--- src/rtl/tpb_pkg.sv ---
`timescale 1ns / 1ps
// ----------------------------------------------------------------------------
// Threshold promote page buffer package
// Sizes, register indexes, sequencer states and the item, result and
// entry-row control types shared by the buffer modules.
// ----------------------------------------------------------------------------
package tpb_pkg;

  localparam int unsigned MAX_ENTRIES = 8;
  localparam int unsigned TAG_WIDTH   = 32;
  localparam int unsigned COUNT_WIDTH = 16;
  localparam int unsigned IDX_W       = $clog2(MAX_ENTRIES);
  localparam int unsigned HELD_W      = $clog2(MAX_ENTRIES + 1);
  localparam int unsigned THR_W       = 16;
  localparam int unsigned CAP_W       = 4;
  localparam int unsigned TOTAL_W     = 32;
  localparam int unsigned OCC_W       = 4;
  localparam int unsigned CFG_IDX_W   = 2;
  localparam int unsigned CFG_DATA_W  = 16;

  localparam logic [THR_W-1:0]       THRESHOLD_RESET = THR_W'(3);
  localparam logic [CAP_W-1:0]       CAPACITY_RESET  = CAP_W'(5);
  localparam logic [COUNT_WIDTH-1:0] NEW_COUNT       = COUNT_WIDTH'(1);

  // Configuration register indexes
  localparam logic [CFG_IDX_W-1:0] REG_THRESHOLD = CFG_IDX_W'(0);
  localparam logic [CFG_IDX_W-1:0] REG_CAPACITY  = CFG_IDX_W'(1);

  // Item actions
  localparam logic ACT_ACCESS = 1'b0;
  localparam logic ACT_CLEAR  = 1'b1;

  typedef enum logic [1:0] {
    ST_IDLE,
    ST_SEARCH,
    ST_UPDATE
  } state_e;

  typedef struct packed {
    logic                 action;
    logic [TAG_WIDTH-1:0] page_tag;
  } req_t;

  typedef struct packed {
    logic                   hit;
    logic                   promoted;
    logic                   evicted;
    logic [TAG_WIDTH-1:0]   evicted_tag;
    logic [COUNT_WIDTH-1:0] request_count;
    logic [OCC_W-1:0]       occupancy;
    logic [TOTAL_W-1:0]     total_requests;
  } result_t;

  // Write controls for the entry row
  typedef struct packed {
    logic                   shift_en;
    logic [IDX_W-1:0]       shift_top;
    logic                   head_wr;
    logic [TAG_WIDTH-1:0]   head_tag;
    logic [COUNT_WIDTH-1:0] head_count;
    logic                   upd_en;
    logic [IDX_W-1:0]       upd_idx;
    logic [COUNT_WIDTH-1:0] upd_count;
  } row_ctrl_t;

endpackage

--- src/rtl/threshold_promote_page_buffer.sv ---
`timescale 1ns / 1ps
// ----------------------------------------------------------------------------
// Threshold promote page buffer
// Ordered buffer of page tags with request counts; hits past the threshold
// move to the head, misses insert at the head and evict the tail when full.
// ----------------------------------------------------------------------------
// Usage:
//   Item channel: drive req_i and raise start; the item is taken at a rising
//   edge with start high and busy low. busy stays high while the item is
//   worked on. Action clear empties the buffer; action access looks up the tag.
//   Result channel: result_valid_o strobes for exactly one cycle with result_o.
//   The receiver cannot stall; take the result in that cycle.
//   Config channel: cfg_valid_i/cfg_ready_o with cfg_index_i and cfg_data_i;
//   ready is always high. Write only while no item is in flight.
// Sequencing:
//   A clear gives its result the cycle after acceptance; busy never rises.
//   An access scans the held entries one per cycle through a single tag
//   comparator, then applies the shift or count update in the update state.
//   Busy stays high through the scan and the update, so the scan length sets
//   how long an item takes from start to start. The result strobe coincides
//   with busy falling.
// Reset:
//   Occupancy and the request total clear, threshold returns to 3 and capacity
//   to 5. Tag and count storage is not cleared; entries beyond occupancy are
//   never read.
// ----------------------------------------------------------------------------
module threshold_promote_page_buffer (
  input  logic                            clk_i,
  input  logic                            rst_ni,
  input  logic                            start,
  output logic                            busy,
  input  tpb_pkg::req_t                   req_i,
  output logic                            result_valid_o,
  output tpb_pkg::result_t                result_o,
  input  logic                            cfg_valid_i,
  output logic                            cfg_ready_o,
  input  logic [tpb_pkg::CFG_IDX_W-1:0]   cfg_index_i,
  input  logic [tpb_pkg::CFG_DATA_W-1:0]  cfg_data_i
);
  import tpb_pkg::*;

  state_e                 state_q, state_d;
  logic [HELD_W-1:0]      idx_q, idx_d;
  logic [TAG_WIDTH-1:0]   tag_q, tag_d;
  logic                   hit_q, hit_d;
  logic [IDX_W-1:0]       hit_idx_q, hit_idx_d;
  logic [COUNT_WIDTH-1:0] count_q, count_d;
  logic [TAG_WIDTH-1:0]   ev_tag_q, ev_tag_d;
  logic [HELD_W-1:0]      held_q, held_d;
  logic [TOTAL_W-1:0]     total_q, total_d;
  logic [THR_W-1:0]       thr_q;
  logic [CAP_W-1:0]       cap_q;
  result_t                result_q, result_d;
  logic                   result_valid_q, result_valid_d;

  row_ctrl_t              row_ctrl;
  logic [TAG_WIDTH-1:0]   rd_tag;
  logic [COUNT_WIDTH-1:0] rd_count;
  logic [COUNT_WIDTH-1:0] cnt_inc;
  logic [HELD_W-1:0]      cap_eff;
  logic [HELD_W-1:0]      new_held;
  logic                   search_end;
  logic                   match;
  logic                   promote;
  logic                   evict;
  logic                   accept;

  // Entry storage
  tpb_entry_row u_row (
    .clk_i      (clk_i),
    .ctrl_i     (row_ctrl),
    .rd_idx_i   (idx_q[IDX_W-1:0]),
    .rd_tag_o   (rd_tag),
    .rd_count_o (rd_count)
  );

  // Configuration registers; always ready
  assign cfg_ready_o = 1'b1;

  always_ff @(posedge clk_i or negedge rst_ni) begin
    if (!rst_ni) begin
      thr_q <= THRESHOLD_RESET;
      cap_q <= CAPACITY_RESET;
    end else if (cfg_valid_i && cfg_ready_o) begin
      case (cfg_index_i)
        REG_THRESHOLD: thr_q <= cfg_data_i[THR_W-1:0];
        REG_CAPACITY:  cap_q <= cfg_data_i[CAP_W-1:0];
        default: ;
      endcase
    end
  end

  // Clamp capacity into 1..MAX_ENTRIES
  always_comb begin
    if (cap_q == '0) begin
      cap_eff = HELD_W'(1);
    end else if (32'(cap_q) > MAX_ENTRIES) begin
      cap_eff = HELD_W'(MAX_ENTRIES);
    end else begin
      cap_eff = HELD_W'(cap_q);
    end
  end

  // Shared compare unit and per-step terms
  assign busy       = (state_q != ST_IDLE);
  assign accept     = start && !busy;
  assign search_end = (idx_q >= held_q);
  assign match      = (rd_tag == tag_q);
  assign cnt_inc    = (rd_count == '1) ? rd_count : rd_count + COUNT_WIDTH'(1);
  assign promote    = hit_q && (count_q > COUNT_WIDTH'(thr_q)) && (hit_idx_q != '0);
  assign evict      = !hit_q && (held_q >= cap_eff);
  assign new_held   = evict ? cap_eff : held_q + HELD_W'(1);

  // Next state
  always_comb begin
    state_d = state_q;
    case (state_q)
      ST_IDLE: begin
        if (accept && req_i.action == ACT_ACCESS) begin
          state_d = ST_SEARCH;
        end
      end
      ST_SEARCH: begin
        if (search_end || match) begin
          state_d = ST_UPDATE;
        end
      end
      ST_UPDATE: state_d = ST_IDLE;
      default:   state_d = ST_IDLE;
    endcase
  end

  // Datapath and outputs
  always_comb begin
    idx_d          = idx_q;
    tag_d          = tag_q;
    hit_d          = hit_q;
    hit_idx_d      = hit_idx_q;
    count_d        = count_q;
    ev_tag_d       = ev_tag_q;
    held_d         = held_q;
    total_d        = total_q;
    result_d       = result_q;
    result_valid_d = 1'b0;
    row_ctrl       = '0;

    case (state_q)
      ST_IDLE: begin
        if (accept) begin
          if (req_i.action == ACT_CLEAR) begin
            // Drop all entries; total holds
            held_d                  = '0;
            result_d                = '0;
            result_d.total_requests = total_q;
            result_valid_d          = 1'b1;
          end else begin
            tag_d    = req_i.page_tag;
            idx_d    = '0;
            hit_d    = 1'b0;
            ev_tag_d = '0;
            total_d  = (total_q == '1) ? total_q : total_q + TOTAL_W'(1);
          end
        end
      end
      ST_SEARCH: begin
        if (!search_end) begin
          // Catch the would-be victim while scanning past it
          if (idx_q == cap_eff - HELD_W'(1)) begin
            ev_tag_d = rd_tag;
          end
          if (match) begin
            hit_d     = 1'b1;
            hit_idx_d = idx_q[IDX_W-1:0];
            count_d   = cnt_inc;
          end else begin
            idx_d = idx_q + HELD_W'(1);
          end
        end
      end
      ST_UPDATE: begin
        if (hit_q) begin
          if (promote) begin
            row_ctrl.shift_en   = 1'b1;
            row_ctrl.shift_top  = hit_idx_q;
            row_ctrl.head_wr    = 1'b1;
            row_ctrl.head_tag   = tag_q;
            row_ctrl.head_count = count_q;
          end else begin
            row_ctrl.upd_en    = 1'b1;
            row_ctrl.upd_idx   = hit_idx_q;
            row_ctrl.upd_count = count_q;
          end
        end else begin
          // Insert at head; anything past the new occupancy falls off
          row_ctrl.shift_en   = 1'b1;
          row_ctrl.shift_top  = IDX_W'(new_held - HELD_W'(1));
          row_ctrl.head_wr    = 1'b1;
          row_ctrl.head_tag   = tag_q;
          row_ctrl.head_count = NEW_COUNT;
          held_d              = new_held;
        end
        result_d.hit            = hit_q;
        result_d.promoted       = promote;
        result_d.evicted        = evict;
        result_d.evicted_tag    = evict ? ev_tag_q : '0;
        result_d.request_count  = hit_q ? count_q : NEW_COUNT;
        result_d.occupancy      = OCC_W'(hit_q ? held_q : new_held);
        result_d.total_requests = total_q;
        result_valid_d          = 1'b1;
      end
      default: ;
    endcase
  end

  // Control registers
  always_ff @(posedge clk_i or negedge rst_ni) begin
    if (!rst_ni) begin
      state_q        <= ST_IDLE;
      held_q         <= '0;
      total_q        <= '0;
      result_valid_q <= 1'b0;
      idx_q          <= '0;
      hit_q          <= 1'b0;
    end else begin
      state_q        <= state_d;
      held_q         <= held_d;
      total_q        <= total_d;
      result_valid_q <= result_valid_d;
      idx_q          <= idx_d;
      hit_q          <= hit_d;
    end
  end

  // Payload registers
  always_ff @(posedge clk_i) begin
    tag_q     <= tag_d;
    hit_idx_q <= hit_idx_d;
    count_q   <= count_d;
    ev_tag_q  <= ev_tag_d;
    result_q  <= result_d;
  end

  assign result_valid_o = result_valid_q;
  assign result_o       = result_q;

`ifndef SYNTHESIS
  a_held_bound: assert property (@(posedge clk_i) disable iff (!rst_ni)
    32'(held_q) <= MAX_ENTRIES)
    else $error("occupancy above buffer depth");

  a_scan_bound: assert property (@(posedge clk_i) disable iff (!rst_ni)
    state_q == ST_SEARCH |-> idx_q <= held_q)
    else $error("scan index past occupancy");

  a_promote_hit: assert property (@(posedge clk_i) disable iff (!rst_ni)
    result_valid_o && result_o.promoted |-> result_o.hit && !result_o.evicted)
    else $error("promotion without hit");

  a_result_idle: assert property (@(posedge clk_i) disable iff (!rst_ni)
    result_valid_o |-> state_q == ST_IDLE || $past(state_q) == ST_IDLE)
    else $error("result strobe while scanning");
`endif

endmodule

--- src/rtl/tpb_entry_row.sv ---
`timescale 1ns / 1ps
// ----------------------------------------------------------------------------
// Entry row
// Ordered tag/count registers, head at entry 0. Shifts a prefix down by one
// place, writes the head, updates one count, and reads one entry per cycle.
// ----------------------------------------------------------------------------
module tpb_entry_row (
  input  logic                           clk_i,
  input  tpb_pkg::row_ctrl_t             ctrl_i,
  input  logic [tpb_pkg::IDX_W-1:0]      rd_idx_i,
  output logic [tpb_pkg::TAG_WIDTH-1:0]  rd_tag_o,
  output logic [tpb_pkg::COUNT_WIDTH-1:0] rd_count_o
);
  import tpb_pkg::*;

  logic [TAG_WIDTH-1:0]   tags_q   [MAX_ENTRIES];
  logic [COUNT_WIDTH-1:0] counts_q [MAX_ENTRIES];

  assign rd_tag_o   = tags_q[rd_idx_i];
  assign rd_count_o = counts_q[rd_idx_i];

  // Head entry: take the new head or a count update
  always_ff @(posedge clk_i) begin
    if (ctrl_i.head_wr) begin
      tags_q[0]   <= ctrl_i.head_tag;
      counts_q[0] <= ctrl_i.head_count;
    end else if (ctrl_i.upd_en && ctrl_i.upd_idx == '0) begin
      counts_q[0] <= ctrl_i.upd_count;
    end
  end

  // Other entries: advance from the neighbor above when inside the shifted span, else take a count update
  for (genvar i = 1; i < MAX_ENTRIES; i++) begin : g_entry
    always_ff @(posedge clk_i) begin
      if (ctrl_i.shift_en && IDX_W'(i) <= ctrl_i.shift_top) begin
        tags_q[i]   <= tags_q[i-1];
        counts_q[i] <= counts_q[i-1];
      end else if (ctrl_i.upd_en && ctrl_i.upd_idx == IDX_W'(i)) begin
        counts_q[i] <= ctrl_i.upd_count;
      end
    end
  end

endmodule
--- config.mk ---
export PLATFORM = sky130hd
export DESIGN_NAME = threshold_promote_page_buffer
export DESIGN_NICKNAME = d
export VERILOG_FILES = /design/src/rtl/tpb_pkg.sv /design/src/rtl/threshold_promote_page_buffer.sv /design/src/rtl/tpb_entry_row.sv
export SDC_FILE = /design/constraint.sdc
export NUM_CORES = 1
export LEC_CHECK = 0
export BUFFER_PORTS_ARGS = -buffer_cell sky130_fd_sc_hd__buf_2
export CAP_MARGIN = 30
export CORE_MARGIN = 5
export CORE_UTILIZATION = 35
export DETAILED_ROUTE_END_ITERATION = 10
export PLACE_DENSITY = 0.5
export SLEW_MARGIN = 0
export SYNTH_ARGS = -nofsm -noshare
export SYNTH_HDL_FRONTEND = slang
export SYNTH_SLANG_ARGS = --single-unit
--- constraint.sdc ---
create_clock -name clk_i -period 7.5 [get_ports clk_i]
set_clock_uncertainty 0.1 [all_clocks]
set_input_delay 0.75 -clock clk_i [delete_from_list [all_inputs] [get_ports clk_i]]
set_output_delay 0.75 -clock clk_i [all_outputs]
set_load 0.02 [all_outputs]
==> run_results.csv, run 1 <==
group,metric,value,unit
worst_setup_path,setup_crit_start_kind,"flop",
power,seqPwrFrac,45.9,%
clock_tree,post-cts-setup-buffers,0,
timing,fmaxAchievable,0.1930,GHz
power,sw_frac_of_total,29.97,%
floorplanning,fp.coreArea,74450,µm²
synth,yosysWarningCount,0,
cells_and_area,count_of_antenna_diodes_in_the_layout,0,
timing,layout_worst_path_cycle_share,69.09,%
global_routing,grt_max_degree,66,
worst_setup_path,rr_startpoint,"cap_q[2]",
placed_design,placement.io_buffers,143,
global_routing,antenna_found_initial,2,
cells_and_area,final_common_cell,"sky130_fd_sc_hd__edfxtp_1",
power,clock_power_share,31.0,%
routing,m1WireLength,28.34,mm
cells_and_area,final_design_area_no_fill,30270,µm²
synth,synth_area_per_cell,15.44,µm²
routing,detailroute.via_count,14720,
timing,final-max-slew-violation-count,0,
placed_design,dp_hpwl,40.10,mm
synth,synth_edf_count,554,
timing,unrepaired_setup_endpoints_after_global_routing,"no",
floorplanning,die_x,283.8,µm
floorplanning,floorplan.initialDensity,35.25,%
worst_setup_path,worst-r2r-cell-count,15,
timing,final.min_clock_period,5182,ps
routing,top_signal_layer_used,"met4",
timing,setup-tns-final,0,ps
clock_tree,cts_made_buffers,70,
timing,pin_slew_with_the_least_headroom_to_its_limit,951.0,ps
cells_and_area,layout.filler_cells,6835,
floorplanning,rows,100,
power,netSwitchingPower,3.214,mW
global_routing,first_pass_grt_wire_length,96.74,mm
clock_tree,ctsHoldBuffers,0,
cells_and_area,syn_to_final_growth,15.36,%
synth,postSynthCellCount,1700,
power,leakagePower,11.18,nW
synth,synth.ff_latch_count,618,
clock_tree,clock_latency,600,ps
clock_tree,cts_root_buf,"sky130_fd_sc_hd__clkbuf_16",
min_path,cell_count_of_the_worst_hold_path,1,
floorplanning,fp.dieArea,80550,µm²
routing,finalWirelength,62.97,mm
placed_design,placedInstanceArea,28020,µm²
clock_tree,cts-htree-levels,3,
cells_and_area,drive_gt1_share,19.08,%
placed_design,placed_cells,2770,
global_routing,globalRouteTotalUtil,15.41,%
cells_and_area,post-route-util,40.66,%
synth,mappedNetlistNets,1784,
run,cap_violations,0,
worst_setup_path,crit_path_end,"u_row.counts_q[7][9]",
timing,relSlewSlack,36.60,%
timing,finalSetupViolCount,0,
worst_setup_path,worst-setup-path-type,"reg2reg",
worst_setup_path,reg2reg_slack,2320,ps
synth,postSynth.topFlopCell,"sky130_fd_sc_hd__edfxtp_1",
worst_setup_path,crit_path_capture_type,"flop",
routing,wl_per_cell,21.73,µm
routing,drtPass1Iterations,5,
synth,ys_types,61,
routing,drtAntennaViolNets,0,
worst_setup_path,critical_path.max_fanout,39,
status,outcome,"finished clean",
global_routing,gr-total-overflow,0,
routing,vias_per_cell,5.079,
placed_design,place_congestion,0.7665,
clock_tree,tritoncts,"built",
cells_and_area,mostFrequentLayoutCells,"554 x sky130_fd_sc_hd__edfxtp_1, 194 x sky130_fd_sc_hd__nand2_1, 143 x sky130_fd_sc_hd__buf_2",
synth,netlist_area,26240,µm²
worst_setup_path,required_time_worst_endpoint,7620,ps
floorplanning,pin_count,145,
routing,dr_wl_met2,30.91,mm
min_path,hold_start,"req_i[15]",
min_path,hold_path.class,"in2reg",
timing,hold_viol,0,
timing,timing.hold.ws,232.0,ps
power,power.density,354.3,nW/µm²
cells_and_area,fin_nets,1958,
routing,drc_errors,0,
cells_and_area,instances_no_fill,2898,
global_routing,number_of_global_route_vias_before_repair,15439,
floorplanning,die_height,283.8,µm
routing,first_iter_violations,1002,
clock_tree,clock_path_buffers,3,
power,p_int,7.511,mW
worst_setup_path,critical_path.startpoint,"cap_q[2]",
clock_tree,cts_sinks,618,
power,max_ir_drop_vdd,0.1531,mV
synth,fraction_of_the_yosys_area_taken_by_sequential_cells,69.52,%
synth,synth_async_sr_flop_share,10.36,%
power,share_comb_of_total_power,23.0,%
routing,routed-wl-met3,2.490,mm
clock_tree,cts.reportedPaths.clkPinSlew,60,ps
clock_tree,post_cts.resized_instances,0,
worst_setup_path,worst-endpoint-arrival,5310,ps
worst_setup_path,crit-reg2reg-capture,"u_row.counts_q[7][9]",
## power by group through the flow
| stage | Clock [mW] | Combinational (mW) | Sequential (mW) |
|---|---|---|---|
| 6_report | 3.33 | 2.47 | 4.92 |
| 5_1_grt | 3.59 | 2.70 | 4.99 |
| 4_1_cts | 3.44 | 2.52 | 4.93 |
| 3_5_place_dp | 0 | 2.51 | 5.00 |
| 3_3_place_gp | 0 | 2.49 | 4.98 |
| 2_1_floorplan | 0 | 1.75 | 4.95 |
## worst min-delay path by stage
| stage | endpoint |
|---|---|
| floorplan | u_row.tags_q[2][14] |
| detailed placement | u_row.tags_q[3][11] |
| finish | tag_q[15] |
| global placement | u_row.tags_q[4][14] |
| global route | tag_q[7] |
| CTS | tag_q[15] |
## cell families (layout without fill, tap and decap cells)
family / after synthesis / after routing / share of synthesized area (%)
and+or+nand+nor: 490 / 490 / 9.169
other: 1 / 1 / 0.01429
xor gates and xnor gates: 81 / 81 / 2.704
buffers and inverters: 110 / 339 / 2.308
adders and majority gates: 29 / 29 / 1.383
muxes: 169 / 169 / 10.45
DFF: 618 / 618 / 69.52
AOI/OAI and AO/OA: 202 / 202 / 4.449
## metrics by stage
step	total power, mW	setup slack, ps
finish	10.73	2318
detailed placement	7.507	2290
global route	11.28	1991
floorplan	6.703	1719
CTS	10.89	2258
global placement	7.473	1915
## synth_stat cells, types with 5 or more instances
| library cell | count | area share [%] |
|---|---|---|
| sky130_fd_sc_hd__a21o_1 | 13 | 0.37 |
| sky130_fd_sc_hd__a21oi_1 | 24 | 0.46 |
| sky130_fd_sc_hd__a221oi_1 | 6 | 0.20 |
| sky130_fd_sc_hd__a22oi_1 | 19 | 0.54 |
| sky130_fd_sc_hd__a31oi_1 | 5 | 0.12 |
| sky130_fd_sc_hd__and2_1 | 93 | 2.2 |
| sky130_fd_sc_hd__and3_1 | 27 | 0.64 |
| sky130_fd_sc_hd__buf_2 | 7 | 0.13 |
| sky130_fd_sc_hd__buf_4 | 9 | 0.26 |
| sky130_fd_sc_hd__buf_6 | 10 | 0.43 |
| sky130_fd_sc_hd__clkbuf_1 | 44 | 0.63 |
| sky130_fd_sc_hd__dfrtp_1 | 60 | 5.7 |
| sky130_fd_sc_hd__edfxtp_1 | 554 | 63 |
| sky130_fd_sc_hd__ha_1 | 29 | 1.4 |
| sky130_fd_sc_hd__inv_1 | 31 | 0.44 |
| sky130_fd_sc_hd__mux2_2 | 22 | 0.94 |
| sky130_fd_sc_hd__mux2i_1 | 72 | 2.7 |
| sky130_fd_sc_hd__mux4_1 | 28 | 2.8 |
| sky130_fd_sc_hd__mux4_2 | 43 | 3.7 |
| sky130_fd_sc_hd__nand2_1 | 194 | 2.8 |
| sky130_fd_sc_hd__nand2b_1 | 12 | 0.29 |
| sky130_fd_sc_hd__nand3_1 | 20 | 0.38 |
| sky130_fd_sc_hd__nand4_1 | 23 | 0.55 |
| sky130_fd_sc_hd__nor2_1 | 72 | 1.0 |
| sky130_fd_sc_hd__nor2b_1 | 8 | 0.19 |
| sky130_fd_sc_hd__nor3_1 | 8 | 0.15 |
| sky130_fd_sc_hd__nor4_1 | 8 | 0.19 |
| sky130_fd_sc_hd__o21ai_0 | 115 | 2.2 |
| sky130_fd_sc_hd__o22ai_1 | 7 | 0.17 |
| sky130_fd_sc_hd__or3_1 | 6 | 0.14 |
| sky130_fd_sc_hd__xnor2_1 | 36 | 1.2 |
| sky130_fd_sc_hd__xor2_1 | 45 | 1.5 |
## per-layer routing
layer,vias to the layer above,global-route usage (%)
met5,-,0
met4,0,4.193
met3,81,2.659
met2,289,25.96
met1,7573,20.74
li1,6777,-
## state kept, by name, indices dropped and copies added, names as in the netlist
register and flops:
u_row.tags_q 256, u_row.counts_q 128, result_o 87, ev_tag_q 32
tag_q 32, total_q 32, count_q 16, thr_q 16
cap_q 4, held_q 4, idx_q 4, hit_idx_q 3
state_q 2, hit_q 1, result_valid_o 1
## worst max-delay path, cell delays in order, from the launching register on
cell	delay, ps
sky130_fd_sc_hd__dfstp_2	550
sky130_fd_sc_hd__nor2_1	50
sky130_fd_sc_hd__nor2_1	100
sky130_fd_sc_hd__nor2_1	70
sky130_fd_sc_hd__ha_1	260
sky130_fd_sc_hd__nand2b_1	150
sky130_fd_sc_hd__a21o_1	180
sky130_fd_sc_hd__a21o_1	170
sky130_fd_sc_hd__a21oi_1	410
sky130_fd_sc_hd__buf_4	260
sky130_fd_sc_hd__a21oi_1	120
sky130_fd_sc_hd__o22ai_4	170
sky130_fd_sc_hd__buf_4	580
sky130_fd_sc_hd__and3_2	310
sky130_fd_sc_hd__buf_4	500
sky130_fd_sc_hd__nand2b_1	780
## area by class of cell
cell class	instances	area (µm²)	share of cell area, %
repair buffers	179	1002	3.311
multi-input cells	972	7447	24.60
clock buffers	94	1944	6.423
inverters	33	123.9	0.4092
clock inverters	33	291.5	0.9631
well taps	969	1212	4.005
flip-flops and latches	618	18250	60.29
Power figures use the tool's default switching activity.
==> run 2: changes to the inputs <==
==> constraint.sdc (replaced) <==
create_clock -name clk_i -period 5.4 [get_ports clk_i]
set_clock_uncertainty 0.1 [all_clocks]
set_input_delay 0.54 -clock clk_i [delete_from_list [all_inputs] [get_ports clk_i]]
set_output_delay 0.54 -clock clk_i [all_outputs]
set_load 0.02 [all_outputs]
==> run 2 against run 1 <==
Sequential cell count unchanged. Clock-buffer cell count increased by 7. Routed wire length is 0.17% higher. Sequential power grew 38%. Final area increased by 1.4%. Via count up 1.3%. Clock power up 40%. Combinational power is 44% higher. Critical path type unchanged. Critical endpoint is now hit_idx_q[1].
==> run_results.csv, run 2 (synthesized netlist as in run 1, its figures left out) <==
group,metric,value,unit
worst_setup_path,worst-endpoint-arrival,4330,ps
global_routing,gr-total-overflow,0,
routing,finalWirelength,63.08,mm
cells_and_area,largest_reg_flops,256,
placed_design,dp_worst_setup_slack,1117,ps
timing,fmaxAchievable,0.2404,GHz
clock_tree,cts.reportedPaths.clkPinSlew,60,ps
routing,drtAntennaViolNets,0,
clock_tree,cts_made_buffers,71,
cells_and_area,multi_input_logic_area,7445,µm²
floorplanning,floorplan.initialDensity,35.25,%
timing,layout_worst_path_cycle_share,77.03,%
timing,hold_viol,0,
global_routing,first_pass_grt_wire_length,96.32,mm
worst_setup_path,required_time_worst_endpoint,5570,ps
clock_tree,cts_sinks,618,
cells_and_area,post-route-util,41.24,%
run,cap_violations,0,
placed_design,placement.io_buffers,143,
timing,final-max-slew-violation-count,0,
floorplanning,fp.dieArea,80550,µm²
global_routing,globalRouteTotalUtil,15.34,%
placed_design,dp_hpwl,40.48,mm
worst_setup_path,crit_path_top_delay_cell,"sky130_fd_sc_hd__dfrtp_4",
timing,finalSetupViolCount,0,
timing,final.min_clock_period,4160,ps
floorplanning,fp.coreArea,74450,µm²
routing,wl_per_cell,21.48,µm
routing,detailroute.via_count,14906,
worst_setup_path,worst_path_dominant_cell_family,"simple AND/OR/NAND/NOR gates",
timing,pin_slew_with_the_least_headroom_to_its_limit,986.1,ps
timing,unrepaired_setup_endpoints_after_global_routing,"no",
power,netSwitchingPower,4.506,mW
worst_setup_path,crit_path_capture_type,"flop",
power,leakagePower,11.36,nW
routing,drtPass1Iterations,5,
clock_tree,post-cts-setup-buffers,0,
floorplanning,die_x,283.8,µm
worst_setup_path,worst-setup-path-type,"reg2reg",
floorplanning,rows,100,
global_routing,grt_max_degree,65,
cells_and_area,syn_to_final_growth,16.99,%
worst_setup_path,crit_path_max_incr_delay,810,ps
global_routing,antenna_found_initial,4,
status,outcome,"finished clean",
routing,vias_per_cell,5.077,
clock_tree,clock_latency,600,ps
min_path,hold_path.class,"in2reg",
cells_and_area,mostFrequentLayoutCells,"554 x sky130_fd_sc_hd__edfxtp_1, 194 x sky130_fd_sc_hd__nand2_1, 143 x sky130_fd_sc_hd__buf_2",
timing,relSlewSlack,34.10,%
power,clock_power_share,31.0,%
floorplanning,pin_count,145,
cells_and_area,fin_nets,1997,
cells_and_area,final_common_cell,"sky130_fd_sc_hd__edfxtp_1",
cells_and_area,layout.filler_cells,6783,
timing,layout_setup_ws,1240,ps
routing,drc_errors,0,
global_routing,number_of_global_route_vias_before_repair,15549,
worst_setup_path,critical_path.max_fanout,38,
power,share_comb_of_total_power,23.7,%
placed_design,place_congestion,0.7619,
power,sw_frac_of_total,30.02,%
power,seqPwrFrac,45.4,%
power,p_int,10.50,mW
worst_setup_path,worst-path-buf-inv,2,
power,power.density,488.9,nW/µm²
cells_and_area,drive_gt1_share,18.92,%
clock_tree,tritoncts,"built",
worst_setup_path,reg2reg_slack,1240,ps
clock_tree,cts_root_buf,"sky130_fd_sc_hd__clkbuf_16",
clock_tree,clock_path_buffers,3,
worst_setup_path,crit_chain,"and2_1, buf_4, a22oi_1, nand2_1, xor2_1, nand4_1, nor4_2, nand2_1, nor2_1, buf_4",
timing,setup-tns-final,0,ps
routing,first_iter_violations,1043,
worst_setup_path,setup_crit_start_kind,"flop",
floorplanning,die_height,283.8,µm
clock_tree,cts-htree-levels,3,
placed_design,placed_cells,2779,
power,max_ir_drop_vdd,0.1815,mV
cells_and_area,instances_no_fill,2936,
cells_and_area,ff_latch_area,18250,µm²
cells_and_area,largest_register,"u_row.tags_q",
run 2: cell count changes in the layout (fill, tap and decap cells not counted), moves of 2 or more:
cell                            previous run  this run
sky130_fd_sc_hd__dlygate4sd3_1             0        29
sky130_fd_sc_hd__clkbuf_1                 16        24
sky130_fd_sc_hd__clkinv_1                 14         9
sky130_fd_sc_hd__buf_12                    1         5
sky130_fd_sc_hd__buf_4                    34        38
sky130_fd_sc_hd__clkbuf_8                  6         3
sky130_fd_sc_hd__clkbuf_16                72        74
sky130_fd_sc_hd__clkinv_2                  7         5
run 2: metrics by stage:
step                hold slack (ps)  power, mW  instance area, µm²
CTS                           7.370      15.23               30680
finish                        43.88      15.01               30700
global route                  15.35      15.76               30700
detailed placement            328.2      10.49               28160
global placement              323.2      10.43               28080
floorplan                     144.4      9.311               26250
run 2: layout make-up:
cell class / count / share of cell area (%)
timing repair buffer: 217 / 4.671
sequential: 618 / 59.45
inverter: 33 / 0.4035
tap: 969 / 3.949
clock inverter: 25 / 0.8070
clock buffer: 101 / 6.460
antenna: 1 / 0.008152
multi-input combinational: 972 / 24.25
run 2: timing repair:
action                                 CTS  global route
endpoints found under the hold margin   29             0
hold buffers                            29             0
resized for setup                        0             0
run 2: worst register-to-register path: stages, from the launching register on:
cell                      delay (ps)
sky130_fd_sc_hd__dfrtp_4         810
sky130_fd_sc_hd__and2_1          700
sky130_fd_sc_hd__buf_4           270
sky130_fd_sc_hd__a22oi_1          80
sky130_fd_sc_hd__nand2_1         100
sky130_fd_sc_hd__xor2_1          320
sky130_fd_sc_hd__nand4_1         190
sky130_fd_sc_hd__nor4_2          590
sky130_fd_sc_hd__nand2_1         230
sky130_fd_sc_hd__nor2_1          160
sky130_fd_sc_hd__buf_4           290
run 2: final timing paths:
| path | cells after the start | from | to |
|---|---|---|---|
| hold / removal | 1 | req_i[14] | tag_q[14] |
| min in group asynchronous | 2 | rst_ni | total_q[10] |
| setup reg to reg | 10 | idx_q[1] | hit_idx_q[1] |
| hold reg to reg | 0 | u_row.tags_q[4][9] | u_row.tags_q[5][9] |
| setup / recovery | 10 | idx_q[1] | hit_idx_q[1] |
| max in group asynchronous | 2 | rst_ni | idx_q[1] |
run 2: metal layers:
| metal | part of all wire [%] | track usage, % |
|---|---|---|
| met5 | 0 | 0 |
| met4 | 2.2 | 4.316 |
| met3 | 4.6 | 2.659 |
| met2 | 48 | 25.42 |
| met1 | 45 | 20.95 |
run 2: power groups by stage:
stage	combinational [mW]	sequential (mW)	clock, mW
CTS	3.61	6.82	4.80
finish	3.55	6.81	4.65
global placement	3.54	6.89	0
floorplan	2.43	6.88	0
global route	3.86	6.90	5.00
detailed placement	3.58	6.91	0
